### src/hdl/hmmd_pkg.sv
// shared types, codes and address constants of the handheld memory map decoder
// no dependencies
package hmmd_pkg;

   // defaults for the top level parameters
   localparam int VIDEO_BANKS_DEF = 2;
   localparam int WORK_BANKS_DEF  = 8;

   // memory geometry
   localparam int VBANK_SIZE  = 8192;
   localparam int WBANK_SIZE  = 4096;
   localparam int SPRITE_SIZE = 160;
   localparam int HIGH_SIZE   = 127;

   // width of the memory address carried from front to back
   localparam int MADDR_W = 16;

   // result target codes
   localparam logic [2:0] TGT_INTERNAL = 3'd0;
   localparam logic [2:0] TGT_CART     = 3'd1;
   localparam logic [2:0] TGT_IO       = 3'd2;
   localparam logic [2:0] TGT_BOOT     = 3'd3;
   localparam logic [2:0] TGT_DMA      = 3'd4;
   localparam logic [2:0] TGT_DISCARD  = 3'd5;

   // display modes that matter for blocking
   localparam logic [1:0] MODE_OAM_SCAN = 2'd2;
   localparam logic [1:0] MODE_DRAW     = 2'd3;

   // open bus byte
   localparam logic [7:0] BYTE_OPEN = 8'hFF;

   // map boundaries
   localparam logic [15:0] ADDR_BOOT_END    = 16'h0100;
   localparam logic [15:0] ADDR_CBOOT_LO    = 16'h0200;
   localparam logic [15:0] ADDR_CBOOT_END   = 16'h0900;
   localparam logic [15:0] ADDR_CART_LAST   = 16'h7FFF;
   localparam logic [15:0] ADDR_VIDEO_LAST  = 16'h9FFF;
   localparam logic [15:0] ADDR_XRAM_FIRST  = 16'hA000;
   localparam logic [15:0] ADDR_XRAM_LAST   = 16'hBFFF;
   localparam logic [15:0] ADDR_ECHO_LAST   = 16'hFDFF;
   localparam logic [15:0] ADDR_SPRITE_LAST = 16'hFE9F;
   localparam logic [15:0] ADDR_UNUSED_LAST = 16'hFEFF;
   localparam logic [15:0] ADDR_OAM_DMA     = 16'hFF46;
   localparam logic [15:0] ADDR_BOOT_OFF    = 16'hFF50;
   localparam logic [15:0] ADDR_HDMA_FIRST  = 16'hFF51;
   localparam logic [15:0] ADDR_HDMA_LAST   = 16'hFF55;
   localparam logic [15:0] ADDR_IO_LAST     = 16'hFF7F;
   localparam logic [15:0] ADDR_HRAM_LAST   = 16'hFFFE;

   // configuration register index
   localparam logic REG_COLOR_MODE = 1'b0;

   typedef struct packed {
      logic        req_type;
      logic [15:0] address;
      logic [7:0]  write_data;
      logic [1:0]  ppu_mode;
      logic        lcd_enabled;
      logic        video_bank;
      logic [2:0]  work_bank;
   } access_type;

   typedef struct packed {
      logic [7:0]  read_data;
      logic [2:0]  target;
      logic [15:0] forward_address;
      logic        blocked;
   } result_type;

   typedef enum logic [2:0] {
      OP_FIXED,
      OP_VIDEO,
      OP_WORK,
      OP_SPRITE,
      OP_HIGH,
      OP_IE
   } op_kind_type;

   // classified access waiting for the back end
   typedef struct packed {
      op_kind_type        kind;
      logic               wr;
      logic [7:0]         wdata;
      logic [MADDR_W-1:0] maddr;
      result_type         res;
   } op_type;

   typedef struct packed {
      logic push;
      logic pop;
   } queue_ctl_type;

   typedef struct packed {
      logic empty;
      logic full;
   } queue_stat_type;

   typedef enum logic {
      CLR_SWEEP,
      CLR_DONE
   } clear_state_type;

endpackage

### src/hdl/hmmd_queue.sv
// two-entry queue of decoded operations between front and back end
// depends on hmmd_pkg
module hmmd_queue (
   input  logic                    clock,
   input  logic                    reset,
   input  hmmd_pkg::queue_ctl_type ctl,
   input  hmmd_pkg::op_type        push_op,
   output hmmd_pkg::op_type        head_op,
   output hmmd_pkg::queue_stat_type stat
);
   import hmmd_pkg::*;

   op_type     slot_ff [2];
   logic       wr_ptr_ff;
   logic       wr_ptr_in;
   logic       rd_ptr_ff;
   logic       rd_ptr_in;
   logic [1:0] count_ff;
   logic [1:0] count_in;

   assign head_op    = slot_ff[rd_ptr_ff];
   assign stat.empty = (count_ff == 2'd0);
   assign stat.full  = (count_ff == 2'd2);

   always_comb begin
      wr_ptr_in = wr_ptr_ff;
      rd_ptr_in = rd_ptr_ff;
      count_in  = count_ff;
      if (ctl.push) begin
         wr_ptr_in = ~wr_ptr_ff;
      end
      if (ctl.pop) begin
         rd_ptr_in = ~rd_ptr_ff;
      end
      if (ctl.push && !ctl.pop) begin
         count_in = count_ff + 2'd1;
      end else if (!ctl.push && ctl.pop) begin
         count_in = count_ff - 2'd1;
      end
   end

   always_ff @(posedge clock) begin
      if (reset) begin
         wr_ptr_ff <= 1'b0;
         rd_ptr_ff <= 1'b0;
         count_ff  <= 2'd0;
      end else begin
         wr_ptr_ff <= wr_ptr_in;
         rd_ptr_ff <= rd_ptr_in;
         count_ff  <= count_in;
      end
   end

   always_ff @(posedge clock) begin
      if (ctl.push) begin
         slot_ff[wr_ptr_ff] <= push_op;
      end
   end

endmodule

### config.mk
export PLATFORM = sky130hd
export DESIGN_NAME = hmmd_queue
export DESIGN_NICKNAME = d
export VERILOG_FILES = /design/src/hdl/hmmd_pkg.sv /design/src/hdl/hmmd_queue.sv
export SDC_FILE = /design/constraint.sdc
export NUM_CORES = 1
export LEC_CHECK = 0
export BUFFER_PORTS_ARGS = -buffer_cell sky130_fd_sc_hd__buf_2
export CORE_ASPECT_RATIO = 1.2
export CORE_MARGIN = 3
export CORE_UTILIZATION = 45
export CTS_BUF_LIST = sky130_fd_sc_hd__clkbuf_4 sky130_fd_sc_hd__clkbuf_8
export CTS_CLUSTER_SIZE = 10
export DETAILED_ROUTE_END_ITERATION = 8
export GPL_ROUTABILITY_DRIVEN = 1
export GPL_TIMING_DRIVEN = 0
export PLACE_DENSITY = 0.81
export SLEW_MARGIN = 5
export SYNTH_ARGS = -nofsm -noshare
export SYNTH_HDL_FRONTEND = slang
export SYNTH_SLANG_ARGS = --single-unit
### constraint.sdc
create_clock -name clock -period 6.9 [get_ports clock]
set_clock_uncertainty 0.1 [all_clocks]
set_input_delay 1.035 -clock clock [delete_from_list [all_inputs] [get_ports clock]]
set_output_delay 1.035 -clock clock [all_outputs]
set_load 0.03 [all_outputs]
==> impl_metrics.yaml <==
clock_tree:
  cts_resized: 0
  clk_pin_slew_ns: 0.06
  tritoncts: "done"
  clk_path_buf_depth: 2
  cts_root_buffer: "clkbuf_8"
  ctsHoldBuffers: 0
  post-cts-setup-buffers: 0
  cts_made_buffers: 17
  cts_max_level: 4
  clock-sinks: 117
  clkLatencyLatePin_ns: 0.40
worst_setup_path:
  rrSetupSlack_ns: 5.29
  crit_chain: "buf_4 > buf_6 > mux2_2 > buf_2"
  r2r_end: "slot_ff[1][47]"
  worstSetupPathType: "flip-flop to output port"
  endpoint_kind: "output port"
  worst_path_largest_cell_delay_ns: 0.35
  critPathSlowestCell: "mux2_2"
  rr_worst_depth: 1
  r2r-start: "wr_ptr_ff"
  crit_arrival_ns: 1.64
  timing.critical_path.fanout_max: 10
  start_kind: "flip-flop"
  cp.required_ns: 5.76
cells_and_area:
  drive_above_1_share_pct: 61.3
  layout.nets: 395
  final_util_pct: 59.3
  diodes: 0
  multi_input_area_um2: 744
  fill_cells: 734
  seqCellArea_um2: 3460
  area_growth_syn_to_layout_pct: 27.0
  final_cell_area_um2: 5410
  stdcell_count: 466
detailed_routing:
  drcViolationCount: 0
  num_vias: 2214
  wl_per_cell_um: 16.1
  wl_um: 7520
  dr.first_iter.drc_count: 81
  ant_nets: 0
  viasPerCell: 4.75
  drt_pre_antenna_iters: 4
hold_path:
  holdPathEnd: "count_ff[1]"
  min_from: "count_ff[1]"
  min_path_type: "flip-flop to flip-flop"
  whs_path_depth: 2
run:
  maxCapViolations: 0
yosys:
  avgSynthCellArea_um2: 21.7
  synth_top_cells_by_area: "edfxtp_1 (79%), mux2_2 (15%), dfxtp_1 (2.4%), buf_6 (1.1%), nor2_1 (0.44%)"
  synth_area_um2: 4260
  synth-seq-cells: 117
  syn_inst: 196
  yosysTopAreaCell: "edfxtp_1"
  ys_warn_count: 0
  synth_nets: 257
  yosys.area.top_type_share_pct: 79.0
  yosysSeqAreaShare_pct: 81.3
  synth_cell_types: 17
floorplan:
  fp.dieH_um: 113
  rows: 38
  dieArea_um2: 10700
  start_util_pct: 46.7
  die_w_um: 94.8
  ioPinCount: 118
  design.core.area_um2: 9130
timing:
  final-hold-violation-count: 0
  max_freq_mhz: 361
  finalSetupViolations: 0
  relSlewSlack_pct: 48.0
  tightestPinTransition_ns: 0.779
  finalCriticalPeriod_ns: 2.77
  finalSetupTns_ns: 0
  rsz0062_at_grt: "false"
  report.final.slew_viol_count: 0
  fin_crit_sh_pct: 40.2
placement:
  dp_hpwl_um: 5040
  placed_cells_incl_taps: 435
  place_area_um2: 5050
  io_buffers: 117
  routabilityCongestion: 0.687
power:
  power.leakage_uw: 0.00206
  powerDensity_nw_per_um2: 302
  peakVddDrop_uv: 154
global_routing:
  grtUsageTotal_pct: 15.2
  grt_pass1_wl_um: 11900
  grt_overflow_total: 0
  grt_max_degree: 57
  grt_pass1_vias: 2440
  antenna_found_initial: 0
status:
  status: "completed"
-- metrics by stage --
| step | power (µW) | hold slack, ns | setup WS (ns) |
|---|---|---|---|
| after floorplan | 1020 | 0.361 | 2.82 |
| after global placement | 1090 | 0.382 | 1.27 |
| after detailed placement | 1100 | 0.402 | 4.44 |
| after CTS | 1660 | 0.410 | 4.06 |
| after global routing | 1710 | 0.444 | 4.03 |
| final | 1640 | 0.411 | 4.13 |
-- worst max-delay path: cells and delay by family, from the launching register on --
kind	cells	cell delay (ns)
DFF	1	0.32
buffers and inverters	3	0.57
muxes	1	0.35
-- Yosys cell counts --
| cell type | n |
|---|---|
| edfxtp_1 | 112 |
| mux2_2 | 56 |
| dfxtp_1 | 5 |
| nor2_1 | 5 |
| buf_6 | 4 |
| xnor2_1 | 2 |
| xor2_1 | 2 |
| a21oi_1 | 1 |
| and2_1 | 1 |
| and2b_2 | 1 |
| buf_2 | 1 |
| buf_4 | 1 |
| ha_1 | 1 |
| inv_1 | 1 |
| nor2b_1 | 1 |
| o21ai_0 | 1 |
| or3_1 | 1 |
-- logic make-up (layout without fill, tap and decap cells) --
group | Yosys count | in the layout | share of synthesized area (%)
mux | 56 | 56 | 14.8
fa+ha+maj | 1 | 1 | 0.294
flops | 117 | 117 | 81.3
xor+xnor | 4 | 4 | 0.823
compound gates | 2 | 2 | 0.235
buf+inv | 7 | 157 | 1.44
simple gates | 9 | 9 | 1.09
-- layout by cell type (no fill, tap or decap), types with 2 or more instances in the layout --
cell	n
buf_2	118
buf_6	4
bufinv_16	2
clkbuf_8	17
clkinv_1	3
clkinv_2	6
clkinvlp_4	2
dfxtp_1	5
edfxtp_1	112
mux2_2	56
nor2_1	5
xnor2_1	2
xor2_1	2
-- how the worst max path moves through the flow --
stage                   start             end  slack (ns)  depth (start not counted)
floorplan              ctl[1]   slot_ff[0][0]        2.82                          1
global placement       ctl[1]  slot_ff[0][30]        1.27                          2
detailed placement     ctl[1]  slot_ff[0][42]        4.44                          4
CTS                 flip-flop     head_op[33]        4.06                          4
global route        flip-flop     head_op[35]        4.03                          4
finish              flip-flop     head_op[33]        4.13                          4
-- routing by layer --
layer,wire length (µm),share of wire [%],up-vias,global-route usage [%]
met4,69,0.92,0,6.64
met2,4150,55,87,27.0
met1,2700,36,1078,15.3
li1,-,-,1043,-
met5,0,0,-,0
met3,595,7.9,6,6.37
-- registers in the layout (all words and copies together), names as in the netlist, named ones only --
name and flops:
rd_ptr_ff 1, slot_ff 112, wr_ptr_ff 1, count_ff 2
-- final cells by class --
type                            instances  area share [%]
Multi-Input combinational cell         72            13.8
Clock inverter                         13            2.15
Clock buffer                           18            4.46
Sequential cell                       117            64.0
Inverter                                1          0.0694
Tap cell                              120            2.78
Timing Repair Buffer                  119            11.7
Buffer                                  6            1.06
-- where the power goes --
part	switching, µW	internal (µW)	leakage, µW
clock	246	314	0.000184
combinational	148	88.5	0.000785
sequential	11.6	828	0.00109
(Power assumes the default switching activity.)
