==> config.mk <==
export PLATFORM = sky130hd
export DESIGN_NAME = hmmd_front
export DESIGN_NICKNAME = d
export VERILOG_FILES = /design/src/hdl/hmmd_pkg.sv /design/src/hdl/hmmd_front.sv
export SDC_FILE = /design/constraint.sdc
export NUM_CORES = 1
export LEC_CHECK = 0
export ABC_CLOCK_PERIOD_IN_PS = 2600
export BUFFER_PORTS_ARGS = -buffer_cell sky130_fd_sc_hd__buf_4
export CORE_MARGIN = 2
export CORE_UTILIZATION = 36
export DETAILED_ROUTE_END_ITERATION = 8
export GPL_ROUTABILITY_DRIVEN = 0
export GPL_TIMING_DRIVEN = 0
export PLACE_DENSITY = 0.92
export SKIP_CTS_REPAIR_TIMING = 1
export SYNTH_ARGS = -nofsm -noshare
export SYNTH_HDL_FRONTEND = slang
export SYNTH_SLANG_ARGS = --single-unit
==> constraint.sdc <==
create_clock -name clock -period 2.6 [get_ports clock]
set_clock_uncertainty 0.2 [all_clocks]
set_input_delay 0.52 -clock clock [delete_from_list [all_inputs] [get_ports clock]]
set_output_delay 0.52 -clock clock [all_outputs]
set_load 0.05 [all_outputs]
==> src/hdl/hmmd_pkg.sv <==
// shared types, codes and address constants of the handheld memory map decoder
// no dependencies
package hmmd_pkg;

   // defaults for the top level parameters
   localparam int VIDEO_BANKS_DEF = 2;
   localparam int WORK_BANKS_DEF  = 8;

   // memory geometry
   localparam int VBANK_SIZE  = 8192;
   localparam int WBANK_SIZE  = 4096;
   localparam int SPRITE_SIZE = 160;
   localparam int HIGH_SIZE   = 127;

   // width of the memory address carried from front to back
   localparam int MADDR_W = 16;

   // result target codes
   localparam logic [2:0] TGT_INTERNAL = 3'd0;
   localparam logic [2:0] TGT_CART     = 3'd1;
   localparam logic [2:0] TGT_IO       = 3'd2;
   localparam logic [2:0] TGT_BOOT     = 3'd3;
   localparam logic [2:0] TGT_DMA      = 3'd4;
   localparam logic [2:0] TGT_DISCARD  = 3'd5;

   // display modes that matter for blocking
   localparam logic [1:0] MODE_OAM_SCAN = 2'd2;
   localparam logic [1:0] MODE_DRAW     = 2'd3;

   // open bus byte
   localparam logic [7:0] BYTE_OPEN = 8'hFF;

   // map boundaries
   localparam logic [15:0] ADDR_BOOT_END    = 16'h0100;
   localparam logic [15:0] ADDR_CBOOT_LO    = 16'h0200;
   localparam logic [15:0] ADDR_CBOOT_END   = 16'h0900;
   localparam logic [15:0] ADDR_CART_LAST   = 16'h7FFF;
   localparam logic [15:0] ADDR_VIDEO_LAST  = 16'h9FFF;
   localparam logic [15:0] ADDR_XRAM_FIRST  = 16'hA000;
   localparam logic [15:0] ADDR_XRAM_LAST   = 16'hBFFF;
   localparam logic [15:0] ADDR_ECHO_LAST   = 16'hFDFF;
   localparam logic [15:0] ADDR_SPRITE_LAST = 16'hFE9F;
   localparam logic [15:0] ADDR_UNUSED_LAST = 16'hFEFF;
   localparam logic [15:0] ADDR_OAM_DMA     = 16'hFF46;
   localparam logic [15:0] ADDR_BOOT_OFF    = 16'hFF50;
   localparam logic [15:0] ADDR_HDMA_FIRST  = 16'hFF51;
   localparam logic [15:0] ADDR_HDMA_LAST   = 16'hFF55;
   localparam logic [15:0] ADDR_IO_LAST     = 16'hFF7F;
   localparam logic [15:0] ADDR_HRAM_LAST   = 16'hFFFE;

   // configuration register index
   localparam logic REG_COLOR_MODE = 1'b0;

   typedef struct packed {
      logic        req_type;
      logic [15:0] address;
      logic [7:0]  write_data;
      logic [1:0]  ppu_mode;
      logic        lcd_enabled;
      logic        video_bank;
      logic [2:0]  work_bank;
   } access_type;

   typedef struct packed {
      logic [7:0]  read_data;
      logic [2:0]  target;
      logic [15:0] forward_address;
      logic        blocked;
   } result_type;

   typedef enum logic [2:0] {
      OP_FIXED,
      OP_VIDEO,
      OP_WORK,
      OP_SPRITE,
      OP_HIGH,
      OP_IE
   } op_kind_type;

   // classified access waiting for the back end
   typedef struct packed {
      op_kind_type        kind;
      logic               wr;
      logic [7:0]         wdata;
      logic [MADDR_W-1:0] maddr;
      result_type         res;
   } op_type;

   typedef struct packed {
      logic push;
      logic pop;
   } queue_ctl_type;

   typedef struct packed {
      logic empty;
      logic full;
   } queue_stat_type;

   typedef enum logic {
      CLR_SWEEP,
      CLR_DONE
   } clear_state_type;

endpackage

==> src/hdl/hmmd_front.sv <==
// front end: decodes one cpu access into an operation for the back end
// holds the boot overlay flag; depends on hmmd_pkg
module hmmd_front #(
   parameter int VIDEO_BANKS = hmmd_pkg::VIDEO_BANKS_DEF,
   parameter int WORK_BANKS  = hmmd_pkg::WORK_BANKS_DEF
) (
   input  logic                clock,
   input  logic                reset,
   input  logic                color_mode,
   input  logic                accept,
   input  hmmd_pkg::access_type req,
   output hmmd_pkg::op_type     op
);
   import hmmd_pkg::*;

   logic boot_overlay_ff;
   logic boot_overlay_in;
   logic wr;
   logic [15:0] a;
   logic vb;
   logic [2:0] wb;
   logic open_or_zero;

   // bank selection for the switched work ram window
   function automatic logic [2:0] pick_work_bank(input logic color, input logic [2:0] sel);
      logic [2:0] r;
      r = 3'd1;
      if (color) begin
         r = sel;
         for (int i = 0; i < 3; i++) begin
            if ({1'b0, r} >= 4'(WORK_BANKS)) begin
               r = r - 3'(WORK_BANKS);
            end
         end
         if (r == 3'd0) begin
            r = 3'd1;
         end
      end
      return r;
   endfunction

   assign wr = req.req_type;
   assign a  = req.address;
   assign vb = (VIDEO_BANKS > 1) ? (color_mode & req.video_bank) : 1'b0;
   assign wb = (a[12] == 1'b0) ? 3'd0 : pick_work_bank(color_mode, req.work_bank);
   assign open_or_zero = ~wr;

   always_comb begin
      op       = '0;
      op.kind  = OP_FIXED;
      op.wr    = wr;
      op.wdata = req.write_data;
      op.res.target = TGT_INTERNAL;
      if (!wr && boot_overlay_ff &&
          (a < ADDR_BOOT_END ||
           (color_mode && a >= ADDR_CBOOT_LO && a < ADDR_CBOOT_END))) begin
         op.res.target          = TGT_BOOT;
         op.res.forward_address = a;
      end else if (wr && a == ADDR_BOOT_OFF) begin
         op.kind = OP_FIXED;
      end else if (a <= ADDR_CART_LAST || (a >= ADDR_XRAM_FIRST && a <= ADDR_XRAM_LAST)) begin
         op.res.target          = TGT_CART;
         op.res.forward_address = a;
      end else if (a <= ADDR_VIDEO_LAST) begin
         if (req.lcd_enabled && req.ppu_mode == MODE_DRAW) begin
            op.res.blocked   = 1'b1;
            op.res.read_data = open_or_zero ? BYTE_OPEN : 8'h00;
         end else begin
            op.kind  = OP_VIDEO;
            op.maddr = MADDR_W'({vb, a[12:0]});
         end
      end else if (a <= ADDR_ECHO_LAST) begin
         // echo area folds onto the same 8 KiB window
         op.kind  = OP_WORK;
         op.maddr = MADDR_W'({wb, a[11:0]});
      end else if (a <= ADDR_SPRITE_LAST) begin
         if (req.lcd_enabled &&
             (req.ppu_mode == MODE_OAM_SCAN || req.ppu_mode == MODE_DRAW)) begin
            op.res.blocked   = 1'b1;
            op.res.read_data = open_or_zero ? BYTE_OPEN : 8'h00;
         end else begin
            op.kind  = OP_SPRITE;
            op.maddr = MADDR_W'(a[7:0]);
         end
      end else if (a <= ADDR_UNUSED_LAST) begin
         op.res.target    = TGT_DISCARD;
         op.res.read_data = open_or_zero ? BYTE_OPEN : 8'h00;
      end else if ((wr && (a == ADDR_OAM_DMA ||
                           (a >= ADDR_HDMA_FIRST && a <= ADDR_HDMA_LAST))) ||
                   (!wr && a == ADDR_HDMA_LAST)) begin
         op.res.target          = TGT_DMA;
         op.res.forward_address = a;
      end else if (a <= ADDR_IO_LAST) begin
         op.res.target          = TGT_IO;
         op.res.forward_address = a;
      end else if (a <= ADDR_HRAM_LAST) begin
         op.kind  = OP_HIGH;
         op.maddr = MADDR_W'(a[6:0]);
      end else begin
         op.kind = OP_IE;
      end
   end

   // overlay drops for good on a nonzero write to the boot-off register
   always_comb begin
      boot_overlay_in = boot_overlay_ff;
      if (accept && wr && a == ADDR_BOOT_OFF && req.write_data != 8'h00) begin
         boot_overlay_in = 1'b0;
      end
   end

   always_ff @(posedge clock) begin
      if (reset) begin
         boot_overlay_ff <= 1'b1;
      end else begin
         boot_overlay_ff <= boot_overlay_in;
      end
   end

endmodule

==> results of run 1 <==
[cell usage in the layout (no fill, tap or decap), types with 2 or more instances in the layout]
| master | netlist | layout |
|---|---|---|
| nor2_2 | 0 | 3 |
| and3_1 | 6 | 5 |
| nor4_1 | 2 | 2 |
| o21a_1 | 4 | 2 |
| nand2_1 | 6 | 6 |
| and2_1 | 14 | 14 |
| o21ai_0 | 3 | 2 |
| a21oi_1 | 4 | 2 |
| nor3_2 | 0 | 3 |
| nand4_1 | 6 | 6 |
| nor2b_1 | 3 | 3 |
| buf_4 | 17 | 93 |
| buf_8 | 0 | 3 |
| nor3b_4 | 0 | 7 |
| and3_4 | 0 | 2 |
| nor2_1 | 8 | 5 |
| a21oi_2 | 0 | 2 |
| nor3_1 | 8 | 5 |
| nor4bb_1 | 2 | 2 |
| buf_6 | 0 | 19 |
| o21ai_2 | 1 | 2 |
| inv_1 | 4 | 3 |
| nand3_1 | 5 | 5 |
[layout make-up]
class | instances | area (sq um) | share of cell area, %
Tap cell | 30 | 37.5 | 1.88
Multi-Input combinational cell | 105 | 941 | 47.1
Buffer | 19 | 146 | 7.33
Inverter | 4 | 15.0 | 0.751
Timing Repair Buffer | 98 | 838 | 42.0
Sequential cell | 1 | 20.0 | 1.00
[metrics by stage]
| stage | setup TNS [ns] | util, % | hold WS (ns) |
|---|---|---|---|
| after floorplan | -1.27 | - | 0.217 |
| after global placement | -4.84 | 70.8 | 0.246 |
| after detailed placement | -5.23 | 70.8 | 0.246 |
| after CTS | -5.45 | 70.8 | 0.246 |
| after global routing | -2.64 | 82.9 | 0.284 |
| final | -1.36 | 82.9 | 0.253 |
[final timing paths]
| check | from | end | slack [ns] | cells past startpoint |
|---|---|---|---|---|
| setup / recovery | req[30] | op[28] | -0.12 | 6 |
| hold / removal | boot_overlay_ff | boot_overlay_ff | 0.25 | 1 |
| setup reg to reg | boot_overlay_ff | boot_overlay_ff | 1.85 | 1 |
| hold reg to reg | boot_overlay_ff | boot_overlay_ff | 0.25 | 1 |
[Yosys cell counts (all sizes together), types with 2 or more instances]
library cell	n	area share [%]
and2	14	9.8
o21ai	5	3.2
nand4	6	4.2
nand3	6	4.8
nand2	6	2.5
nor4	2	1.4
nor2b	3	2.1
a311oi	2	2.0
o311ai	2	2.0
buf	18	15
nor2	8	3.4
inv	4	1.7
o21a	4	3.4
nor3b	8	10
and3	7	5.0
a21oi	4	2.2
nor4bb	2	2.2
nor3	8	4.5
[critical path, cell delays in order]
cell	delay, ns
buf_4	0.14
and3_4	0.25
nand3_4	0.11
o41a_4	0.55
nor3b_4	0.24
buf_6	0.18
[metal layers]
metal  GRT usage, %  share of wire [%]  vias up
li1               -                  -      675
met1           28.9                 38      714
met2           40.4                 51       88
met3          0.833                8.0       12
met4           5.98                2.5        0
met5              0                  0        -
[cell families after synthesis]
logic type,after synthesis,share of synthesized area [%]
AND/OR/NAND/NOR,73,53.0
flip-flops,1,2.24
buffers and inverters,23,16.9
other,1,0.419
AO/OA/AOI/OAI,31,27.4
[power groups by stage]
stage | registers, W | clock network (W) | logic, W
global placement | 0.0000157 | 0 | 0.000374
floorplan | 0.0000157 | 0 | 0.000241
finish | 0.0000157 | 0 | 0.000424
detailed placement | 0.0000157 | 0 | 0.000378
CTS | 0.0000157 | 0 | 0.000378
global route | 0.0000157 | 0 | 0.000442
==> impl_metrics.yaml, run 1 <==
floorplanning:
  start_util_pct: 37.1
  core-area_sq_mm: 0.00241
  ioPinCount: 92
  fp.dieH_microns: 53.9
  die_w_microns: 53.9
  die_area_sq_mm: 0.00290
  rows: 18
power:
  finalPower_w: 0.000440
  p_switching_w: 0.000265
  peakVddDrop_uv: 181
  seqPwrFrac_pct: 3.6
  power_density_mw_per_mm2: 220
  pwr-share-clk_pct: 0
  comb_power_share_pct: 96.4
  swShare_pct: 60.3
  leakagePower_nw: 0.893
  p_int_w: 0.000175
route:
  drc: 0
  final_antenna_net_count: 0
  vias_per_cell: 5.79
  wire_per_inst_microns: 16.3
  vias: 1489
  drt_first_pass_iters: 4
  drt_iter0_drc: 36
  drt_wl_total_mm: 4.19
timing:
  hold_viol_final: 0
  rsz0062_at_grt: "yes"
  period_share_pct: 105
  finalSetupViolCount: 23
  setup_slack_ns: -0.122
  min_period_ns: 2.72
  fmax_ghz: 0.367
  slew_viol_final: 0
cells_and_area:
  area_growth_pct: 123
  top_regs: "boot_overlay_ff (1)"
  insertedDiodeCount: 0
  regMostFlops: "boot_overlay_ff"
  fillers: 152
  largest_reg_flops: 1
  nets: 265
  layout.cells.non_filler: 257
  layout-drive-gt1-share_pct: 67.8
  final_cell_area_sq_mm: 0.00200
setup_path:
  cp_data_required_time_ns: 1.88
  critPathLaunchType: "primary input"
  worstSetupEndpointType: "output pin"
  worstPathMaxFanout: 8
  path_class: "primary input to output pin"
  cp.arrival_ns: 2.00
grt:
  grt_remaining_overflow: 0
  track_usage_pct: 22.5
  grt_max_degree: 11
  grt_pass1_wl_mm: 5.06
  grt_pass1_vias: 1198
  antenna_found_initial: 0
place:
  place_worst_setup_slack_ns: -0.287
  hpwl_mm: 2.86
  place_inst: 248
  portBuffers: 89
  postPlaceCellArea_sq_mm: 0.00171
yosys:
  synthFlopType: "dfxtp_1"
  syn_nets: 165
  syn-instance-count: 129
  syn_area_sq_um: 895
  ys_warn_count: 0
  ys_types: 44
  ys_seq_area_share_pct: 2.24
  synth_edf_count: 0
  synth_seq_cells: 1
  async_flop_share_pct: 0
  syn_area_per_cell_sq_um: 6.93
min_path:
  min_path_type: "register to register"
job:
  drv_cap: 0
clocking:
  clock_latency_ns: 0
  clk_pin_slew_ns: 0
run_status:
  outcome: "finished with violations"
  violations: "setup timing"
Note: power is estimated with default switching activity, not from simulation.
==> inputs of run 2 (changes only) <==
--- a/config.mk
+++ b/config.mk
@@ -8,11 +8,12 @@
 export ABC_CLOCK_PERIOD_IN_PS = 2600
 export BUFFER_PORTS_ARGS = -buffer_cell sky130_fd_sc_hd__buf_4
 export CORE_MARGIN = 2
-export CORE_UTILIZATION = 36
+export CORE_UTILIZATION = 37
+export CTS_BUF_LIST = sky130_fd_sc_hd__clkbuf_8
 export DETAILED_ROUTE_END_ITERATION = 8
 export GPL_ROUTABILITY_DRIVEN = 0
 export GPL_TIMING_DRIVEN = 0
-export PLACE_DENSITY = 0.92
+export PLACE_DENSITY = 0.94
 export SKIP_CTS_REPAIR_TIMING = 1
 export SYNTH_ARGS = -nofsm -noshare
 export SYNTH_HDL_FRONTEND = slang
==> run 2 against run 1 <==
Net effect:
- the run still ends with setup timing left
- routed wire length up 13%
- fmax increased by 1.1%
- final area decreased by 1.5%
- combinational power about the same
- register-to-register slack about the same
- power increased by 0.66%
- first-iteration DRC count increased by 44%
- setup slack better by 0.030 ns
- core utilization increased by 4.4 points
- hold slack worse by 0.0084 ns
- via count increased by 4.2%
- critical endpoint is now op[29]
==> impl_metrics.yaml, run 2 (synthesized netlist as in run 1, its figures left out) <==
run_status:
  outcome: "finished with violations"
  violations: "setup timing"
floorplanning:
  start_util_pct: 39.7
  core-area_sq_mm: 0.00225
  rows: 17
  fp.dieH_microns: 53.2
  ioPinCount: 92
  die_area_sq_mm: 0.00283
  die_w_microns: 53.2
timing:
  tightest_slew_ns: 0.688
  maxSlewHeadroom_pct: 53.7
  setup_slack_ns: -0.0919
  min_period_ns: 2.69
  slew_viol_final: 0
  hold_viol_final: 0
  period_share_pct: 104
  rsz0062_at_grt: "yes"
  finalSetupViolCount: 11
  fmax_ghz: 0.371
grt:
  antenna_found_initial: 0
  grt_pass1_vias: 1300
  grt_pass1_wl_mm: 5.64
  grt_max_degree: 11
  track_usage_pct: 25.6
  grt_remaining_overflow: 0
setup_path:
  cp.arrival_ns: 1.97
  path_class: "primary input to output pin"
  rr_worst_depth: 1
  cp_data_required_time_ns: 1.88
  worstReg2RegEnd: "boot_overlay_ff"
  endpoint: "op[29]"
  critPathLaunchType: "primary input"
  reg2reg_slack_ns: 1.85
  timing.rr.start: "boot_overlay_ff"
  worstPathMaxFanout: 7
  worstSetupEndpointType: "output pin"
  startpoint: "req[25]"
cells_and_area:
  fillers: 120
  layout-drive-gt1-share_pct: 65.2
  final_cell_mix: "95 x buf_4, 18 x buf_6, 14 x and2_1"
  multi_input_area_sq_um: 920
  nets: 265
  top_regs: "boot_overlay_ff (1)"
  area_growth_pct: 120
  fin_util_pct: 87.3
  layout_commonest_cell: "buf_4"
  register_area_sq_um: 20.0
  regMostFlops: "boot_overlay_ff"
  insertedDiodeCount: 0
  largest_reg_flops: 1
route:
  drt_iter0_drc: 52
  vias_per_cell: 6.08
  wire_per_inst_microns: 18.5
  vias: 1551
  drt_wl_total_mm: 4.72
  drc: 0
  final_antenna_net_count: 0
  drt_first_pass_iters: 4
clocking:
  clock_latency_ns: 0
  clk_pin_slew_ns: 0
power:
  finalPower_w: 0.000443
  power_density_mw_per_mm2: 225
  peakVddDrop_uv: 222
  leakagePower_nw: 0.900
place:
  portBuffers: 89
  place_worst_setup_slack_ns: -0.381
  hpwl_mm: 2.99
job:
  drv_cap: 0
min_path:
  min_path_type: "register to register"
==> run 2: how the worst min path moves through the flow <==
stage,from,to,slack (ns),cells after the start
after global routing,boot_overlay_ff,boot_overlay_ff,0.28,1
after global placement,boot_overlay_ff,boot_overlay_ff,0.23,1
after detailed placement,boot_overlay_ff,boot_overlay_ff,0.26,1
after CTS,boot_overlay_ff,boot_overlay_ff,0.26,1
final,boot_overlay_ff,boot_overlay_ff,0.24,1
after floorplan,boot_overlay_ff,boot_overlay_ff,0.22,1
==> run 2: routing by layer <==
layer / wire (microns) / track usage [%] / vias to the layer above
met1: 1810 / 31.1 / 742
met3: 345 / 1.13 / 12
met5: 0 / 0 / -
li1: - / - / 680
met4: 113 / 3.85 / 0
met2: 2450 / 49.6 / 117
==> run 2: power breakdown <==
part	internal (W)	switching [W]
combinational	0.000159	0.000268
sequential	0.0000157	0.0000000000580
clock	0	0
==> run 2: final cells by class <==
| class | count | share of cell area, % |
|---|---|---|
| multi-input combinational | 105 | 46.7 |
| timing repair buffer | 98 | 42.5 |
| buffer | 19 | 7.25 |
| tap | 28 | 1.78 |
| sequential | 1 | 1.02 |
| inverter | 4 | 0.763 |
==> run 2: metrics by stage <==
step                      hold WS [ns]  setup TNS, ns  cells  cell area, sq um
after global placement           0.233          -4.56    246              1700
after CTS                        0.256          -5.80    246              1700
after global routing             0.278          -1.62    255              1970
after detailed placement         0.256          -5.88    246              1700
final                            0.244         -0.641    255              1970
after floorplan                  0.217          -1.27    129              1000
==> run 2: worst max-delay path: stages <==
cell and delay (ns):
buf_6 0.10, and4_4 0.28, nand3_4 0.11, o41a_4 0.55, nor3b_4 0.23, buf_6 0.18
